==> config.mk <==
export PLATFORM = sky130hd
export DESIGN_NAME = dbc_ctrl
export DESIGN_NICKNAME = d
export VERILOG_FILES = /design/src/rtl/density_clustering_top_assert.svh /design/src/rtl/dbc_pkg.sv /design/src/rtl/dbc_ctrl.sv
export SDC_FILE = /design/constraint.sdc
export NUM_CORES = 1
export LEC_CHECK = 0
export ABC_AREA = 1
export ABC_CLOCK_PERIOD_IN_PS = 2050
export BUFFER_PORTS_ARGS = -buffer_cell sky130_fd_sc_hd__buf_2
export CAP_MARGIN = 20
export CORE_ASPECT_RATIO = 0.6
export CORE_MARGIN = 8
export CORE_UTILIZATION = 45
export CTS_BUF_LIST = sky130_fd_sc_hd__clkbuf_4
export DETAILED_ROUTE_END_ITERATION = 10
export GPL_TIMING_DRIVEN = 0
export PLACE_DENSITY = 0.7
export SYNTH_ARGS = -nofsm -noshare
export SYNTH_HDL_FRONTEND = slang
export SYNTH_SLANG_ARGS = --single-unit
export TNS_END_PERCENT = 10
==> constraint.sdc <==
create_clock -name clk_i -period 2.05 [get_ports clk_i]
set_input_delay 0.3075 -clock clk_i [delete_from_list [all_inputs] [get_ports clk_i]]
set_output_delay 0.3075 -clock clk_i [all_outputs]
set_load 0.03 [all_outputs]
==> src/rtl/density_clustering_top_assert.svh <==
// assertion macros for the density clustering block
// used by density_clustering_top; expects clk_i and rst_ni in scope
`ifndef DENSITY_CLUSTERING_TOP_ASSERT_SVH
`define DENSITY_CLUSTERING_TOP_ASSERT_SVH
`ifndef SYNTHESIS
`define DBC_ASSERT(lbl, prop) lbl: assert property (@(posedge clk_i) disable iff (!rst_ni) \
  prop) else $error("density_clustering: assertion failed");
`define DBC_NEVER(lbl, expr) `DBC_ASSERT(lbl, !(expr))
`else
`define DBC_ASSERT(lbl, prop)
`define DBC_NEVER(lbl, expr)
`endif
`endif

==> src/rtl/dbc_pkg.sv <==
// shared constants, types and helpers of the density clustering block
// no dependencies
`default_nettype none
package dbc_pkg;
  localparam int MAX_POINTS = 32;
  localparam int MAX_DIMS   = 4;
  localparam int COORD_W    = 16;

  localparam int PT_W      = $clog2(MAX_POINTS);
  localparam int CNT_W     = $clog2(MAX_POINTS + 1);
  localparam int DIM_W     = (MAX_DIMS > 1) ? $clog2(MAX_DIMS) : 1;
  localparam int DIMS_W    = 3;
  localparam int ADDR_W    = PT_W + DIM_W;
  localparam int SQ_W      = 2 * COORD_W;
  localparam int SUM_W     = SQ_W + $clog2(MAX_DIMS + 1);
  localparam int RADIUS_W  = 32;
  localparam int LIMIT_W   = 2 * RADIUS_W;
  localparam int MINPTS_W  = 6;
  localparam int MEASURE_W = 2;
  localparam int CID_W     = 6;
  localparam int CFG_AW    = 4;
  localparam int CFG_DW    = 32;

  // distance measure codes, code three behaves as euclidean
  localparam logic [MEASURE_W-1:0] MEAS_EUCLID    = 2'd0;
  localparam logic [MEASURE_W-1:0] MEAS_RMS       = 2'd1;
  localparam logic [MEASURE_W-1:0] MEAS_MANHATTAN = 2'd2;

  // register indexes
  localparam logic [1:0] REG_RADIUS   = 2'd0;
  localparam logic [1:0] REG_MINPTS   = 2'd1;
  localparam logic [1:0] REG_MEASURE  = 2'd2;
  localparam logic [1:0] REG_DIMS     = 2'd3;

  localparam logic [RADIUS_W-1:0] RADIUS_RST  = 32'd256;
  localparam logic [MINPTS_W-1:0] MINPTS_RST  = 6'd4;
  localparam logic [DIMS_W-1:0]   DIMS_RST    = 3'd2;

  typedef struct packed {
    logic clear;
    logic p_next;
    logic p_begin;
    logic dist_start;
    logic cnt_step;
    logic new_cluster;
    logic scan_step;
    logic expand;
    logic cluster_end;
    logic q_pop;
    logic q_load;
    logic q_visit;
    logic q_assign;
    logic o_start;
    logic o_next;
    logic finish;
  } dbc_cmd_t;

  typedef struct packed {
    logic n_zero;
    logic p_done;
    logic p_skip;
    logic i_last;
    logic dist_done;
    logic dist_busy;
    logic core;
    logic q_empty;
    logic c_visited;
  } dbc_stat_t;

  typedef struct packed {
    logic [PT_W-1:0]  point_index;
    logic [CID_W-1:0] cluster_id;
    logic             is_seed;
    logic [CID_W-1:0] cluster_size;
    logic             final_res;
  } dbc_res_t;

  // coordinates in use: zero counts as one, large values saturate
  function automatic logic [DIMS_W-1:0] dims_in_use(input logic [DIMS_W-1:0] d);
    logic [DIMS_W-1:0] r;
    r = d;
    if (d == '0) r = DIMS_W'(1);
    else if (d > DIMS_W'(MAX_DIMS)) r = DIMS_W'(MAX_DIMS);
    return r;
  endfunction
endpackage
`default_nettype wire

==> src/rtl/dbc_ctrl.sv <==
// clustering controller: load, per-point visit, queue expansion, result output
// depends on dbc_pkg
`default_nettype none
module dbc_ctrl (
  input  logic               clk_i,
  input  logic               rst_ni,
  input  logic               in_valid_i,
  input  logic               in_last_i,
  output logic               in_ready_o,
  output logic               out_valid_o,
  input  logic               out_ready_i,
  input  dbc_pkg::dbc_stat_t stat_i,
  output dbc_pkg::dbc_cmd_t  cmd_o
);
  import dbc_pkg::*;

  typedef enum logic [13:0] {
    S_LOAD  = 14'b00000000000001,
    S_START = 14'b00000000000010,
    S_PTEST = 14'b00000000000100,
    S_CGO   = 14'b00000000001000,
    S_CWAIT = 14'b00000000010000,
    S_CEND  = 14'b00000000100000,
    S_SGO   = 14'b00000001000000,
    S_SWAIT = 14'b00000010000000,
    S_QTEST = 14'b00000100000000,
    S_QLOAD = 14'b00001000000000,
    S_QVIS  = 14'b00010000000000,
    S_QASGN = 14'b00100000000000,
    S_ORD   = 14'b01000000000000,
    S_OSEND = 14'b10000000000000
  } state_e;

  state_e state_q, state_d;
  logic   expand_q, expand_d;

  assign in_ready_o  = state_q == S_LOAD;
  assign out_valid_o = state_q == S_OSEND;

  // next state and commands
  always_comb begin
    state_d  = state_q;
    expand_d = expand_q;
    cmd_o    = '0;
    cmd_o.expand = expand_q;
    case (state_q)
      S_LOAD: begin
        if (in_valid_i && in_last_i) state_d = S_START;
      end
      S_START: begin
        if (stat_i.n_zero) begin
          cmd_o.finish = 1'b1;
          state_d = S_LOAD;
        end else begin
          cmd_o.clear = 1'b1;
          state_d = S_PTEST;
        end
      end
      S_PTEST: begin
        if (stat_i.p_done) begin
          cmd_o.o_start = 1'b1;
          state_d = S_ORD;
        end else if (stat_i.p_skip) begin
          cmd_o.p_next = 1'b1;
        end else begin
          cmd_o.p_begin = 1'b1;
          expand_d = 1'b0;
          state_d = S_CGO;
        end
      end
      S_CGO: begin
        cmd_o.dist_start = 1'b1;
        state_d = S_CWAIT;
      end
      S_CWAIT: begin
        if (stat_i.dist_done) begin
          cmd_o.cnt_step = 1'b1;
          state_d = stat_i.i_last ? S_CEND : S_CGO;
        end
      end
      S_CEND: begin
        if (!expand_q) begin
          if (stat_i.core) begin
            cmd_o.new_cluster = 1'b1;
            state_d = S_SGO;
          end else begin
            cmd_o.p_next = 1'b1;
            state_d = S_PTEST;
          end
        end else if (stat_i.core) begin
          state_d = S_SGO;
        end else begin
          state_d = S_QASGN;
        end
      end
      S_SGO: begin
        cmd_o.dist_start = 1'b1;
        state_d = S_SWAIT;
      end
      S_SWAIT: begin
        if (stat_i.dist_done) begin
          cmd_o.scan_step = 1'b1;
          if (stat_i.i_last) state_d = expand_q ? S_QASGN : S_QTEST;
          else state_d = S_SGO;
        end
      end
      S_QTEST: begin
        if (stat_i.q_empty) begin
          cmd_o.cluster_end = 1'b1;
          state_d = S_PTEST;
        end else begin
          cmd_o.q_pop = 1'b1;
          state_d = S_QLOAD;
        end
      end
      S_QLOAD: begin
        cmd_o.q_load = 1'b1;
        state_d = S_QVIS;
      end
      S_QVIS: begin
        if (stat_i.c_visited) begin
          state_d = S_QASGN;
        end else begin
          cmd_o.q_visit = 1'b1;
          expand_d = 1'b1;
          state_d = S_CGO;
        end
      end
      S_QASGN: begin
        cmd_o.q_assign = 1'b1;
        state_d = S_QTEST;
      end
      S_ORD: begin
        state_d = S_OSEND;
      end
      S_OSEND: begin
        if (out_ready_i) begin
          if (stat_i.i_last) begin
            cmd_o.finish = 1'b1;
            state_d = S_LOAD;
          end else begin
            cmd_o.o_next = 1'b1;
            state_d = S_ORD;
          end
        end
      end
      default: begin
        state_d = S_LOAD;
      end
    endcase
  end

  // state register
  always_ff @(posedge clk_i or negedge rst_ni) begin
    if (!rst_ni) begin
      state_q  <= S_LOAD;
      expand_q <= 1'b0;
    end else begin
      state_q  <= state_d;
      expand_q <= expand_d;
    end
  end
endmodule
`default_nettype wire

==> flow_metrics.py <==
metrics = {
    "placement": {
        "dp_hpwl_um": 2670,
        "gp_congestion": 0.929,
        "pre_cts_ws_ns": 0.0617,
        "io_buffers": 30,
    },
    "die": {
        "die_y_um": 56.3,
        "fp.coreArea_mm2": 0.00254,
        "die-area_mm2": 0.00468,
        "die_w_um": 83.2,
        "initial_utilization_pct": 48.0,
        "ios": 32,
        "rows": 14,
    },
    "finish": {
        "final_util_pct": 62.5,
        "area_growth_pct": 30.2,
        "fin_nets": 233,
        "diodes": 0,
        "drive_above_1_share_pct": 39.9,
        "fillers": 237,
    },
    "outcome": {
        "violations": "negative setup slack",
        "outcome": "complete, but fails checks",
    },
    "yosys": {
        "synth-simple-area-share_pct": 49.3,
        "synth_top_area_cell": "dfrtp_1",
        "avgSynthCellArea_um2": 6.85,
        "syn_area_mm2": 0.00122,
        "synth_nets": 192,
        "ys.flop_type": "dfrtp_1",
        "synth_mux_area_share_pct": 0,
        "synthArstFlopShare_pct": 100,
        "synth_adder_area_share_pct": 0,
        "synth_top_cells_by_count": "nand2_1 (43), nor2_1 (33), inv_1 (27), dfrtp_1 (14), nand3_1 (7)",
        "synth-xor-area-share_pct": 0,
        "ys_warn_count": 0,
        "yosys-top-cells-area": "dfrtp_1 (29%), nand2_1 (13%), nor2_1 (10%)",
        "yosys.area.top_type_share_pct": 28.7,
        "synth_edf_count": 0,
        "synth-seq-area-share_pct": 30.9,
        "ys_ff_latch": 15,
        "yosysMostFrequentCell": "nand2_1",
        "synth_compound_area_share_pct": 8.62,
        "synth.distinct_cells": 29,
        "synthCells": 178,
        "synth_top_family_by_area": "simple AND/OR/NAND/NOR gates",
    },
    "drt": {
        "first_iter_violations": 61,
        "routed_via_density": 4.90,
        "routed_wl_um": 3370,
        "drc": 0,
        "postRouteAntennaNets": 0,
        "wire_per_inst_um": 13.5,
        "dr.pass1.iters": 4,
        "vias": 1225,
    },
    "sta": {
        "worst_slew_pin_slew_ns": 0.377,
        "rsz0062_at_grt": "true",
        "finalSetupTns_ns": -0.473,
        "finalWorstSetupSlack_ns": -0.119,
        "max_slew_margin_pct": 74.9,
        "period_needed_ns": 2.17,
        "slew_violations": 0,
        "fin_crit_sh_pct": 106,
        "max_freq_mhz": 461,
        "setup_viol": 6,
        "hold_viol": 0,
        "skew_ns": 0.00792,
    },
    "grt": {
        "antenna_found_initial": 0,
        "grt_max_degree": 16,
        "grt_first_pass_wirelength_um": 5580,
        "grt_pass1_vias": 1195,
        "grt_overflow": 0,
        "grt_use_total_pct": 14.1,
    },
    "clocking": {
        "cts.clk_slew.worst_paths_ns": 0.11,
        "clock_latency_ns": 0.30,
        "clockBufferDepth": 2,
        "cts_max_level": 1,
        "cts.sinks": 15,
        "tritoncts": "built",
        "root_buffer": "clkbuf_4",
        "numCtsBuffers": 3,
    },
    "run": {
        "drv_cap": 0,
    },
    "power": {
        "p_per_area_mw_per_mm2": 746,
        "clkPwrFrac_pct": 15.5,
        "p_sw_uw": 586,
        "p_total_mw": 1.18,
        "swShare_pct": 49.5,
        "ir_drop_mv": 0.417,
        "internal_power_uw": 597,
        "power_frac_comb_pct": 52.5,
        "leakage_nw": 0.875,
        "p_seq_share_pct": 32.0,
    },
    "hold_path": {
        "whs_path_depth": 2,
        "hold_class": "primary input to flip-flop",
        "worstHoldStart": "stat_i[1]",
        "hold_end": "state_q[9]$_DFFE_PN0P_",
    },
    "worst_setup_path": {
        "cp.arrival_ns": 1.86,
        "start_kind": "flip-flop",
        "worst-path-max-fanout": 4,
        "rr_startpoint": "state_q[8]$_DFFE_PN0P_",
        "crit_required_ns": 1.74,
        "worstReg2RegEnd": "state_q[8]$_DFFE_PN0P_",
        "crit_path_end_kind": "output port",
        "cp-startpoint": "state_q[8]$_DFFE_PN0P_",
        "reg2reg_slack_ns": 0.27,
        "crit_type": "flip-flop to output port",
        "rr_worst_depth": 10,
    },
}
-- sequential cells by signal, indices dropped and copies added (netlist names) --
signal / flops
state_q: 14
expand_q: 1
-- power by group through the flow --
| stage | Combinational (mW) | Clock (mW) | Sequential [mW] |
|---|---|---|---|
| 3_5_place_dp | 0.591 | 0 | 0.372 |
| 6_report | 0.621 | 0.184 | 0.378 |
| 4_1_cts | 0.610 | 0.185 | 0.375 |
| 2_1_floorplan | 0.464 | 0 | 0.367 |
| 3_3_place_gp | 0.587 | 0 | 0.372 |
| 5_1_grt | 0.678 | 0.200 | 0.384 |
-- worst max-delay path by stage --
stage                end  slack, ns
6_report       cmd_o[13]      -0.12
5_1_grt        cmd_o[10]      -0.20
4_1_cts        cmd_o[10]      -0.12
3_5_place_dp   cmd_o[14]       0.06
3_3_place_gp   cmd_o[14]       0.08
2_1_floorplan   cmd_o[0]       0.02
-- kinds of logic (layout without fill, tap and decap cells) --
group	count (synthesis)	in the layout
flops	15	15
simple gates	114	114
buf+inv	33	73
compound gates	16	16
-- final cells by class --
cell class | count | area (µm²) | area share, %
well taps | 32 | 40.0 | 2.52
clock inverters | 1 | 5.00 | 0.315
repair buffers | 36 | 249 | 15.7
clock buffers | 3 | 22.5 | 1.42
flip-flops and latches | 15 | 378 | 23.8
multi-input cells | 130 | 753 | 47.5
plain buffers | 2 | 18.8 | 1.18
inverters | 31 | 120 | 7.57
-- routing by layer --
layer  global-route usage [%]  wire, µm  vias up
met5                        0         0        -
met2                     21.1      1460       36
met4                    0.746         0        0
met1                     19.9      1700      557
li1                         -         -      632
met3                     4.60       202        0
-- critical path, stage by stage (launching register included) --
cell	delay, ns
dfrtp_1	0.41
nor2_2	0.17
nand2_2	0.12
nor2_4	0.12
buf_6	0.13
buf_12	0.10
nand2_1	0.13
nor3_2	0.18
buf_4	0.19
-- cell usage in the layout (no fill, tap or decap), drive strengths merged --
| cell type | count |
|---|---|
| clkinv | 2 |
| a21oi | 7 |
| o22ai | 2 |
| nand2 | 51 |
| dfstp | 1 |
| nand3 | 8 |
| or2 | 2 |
| nor3b | 1 |
| inv | 30 |
| nor4 | 2 |
| dfrtp | 14 |
| o21ai | 6 |
| nor2 | 45 |
| clkbuf | 3 |
| nand4 | 3 |
| dlygate4sd3 | 1 |
| o32ai | 1 |
| buf | 37 |
| nor3 | 2 |
-- metrics by stage --
step           area, µm²  instances  hold WS (ns)
5_1_grt             1590        250         0.186
4_1_cts             1510        246         0.171
2_1_floorplan       1220        178        0.0119
6_report            1590        250         0.170
3_3_place_gp        1410        240         0.232
3_5_place_dp        1410        240         0.238
-- timing repair --
item	CTS	global route
endpoints found under the hold margin	14	0
hold buffers	1	0
gates resized for setup	17	17
pin swaps	1	6
endpoints found under the setup margin	7	11
setup buffers	1	4
No activity file was read; power rests on OpenSTA's default activity.
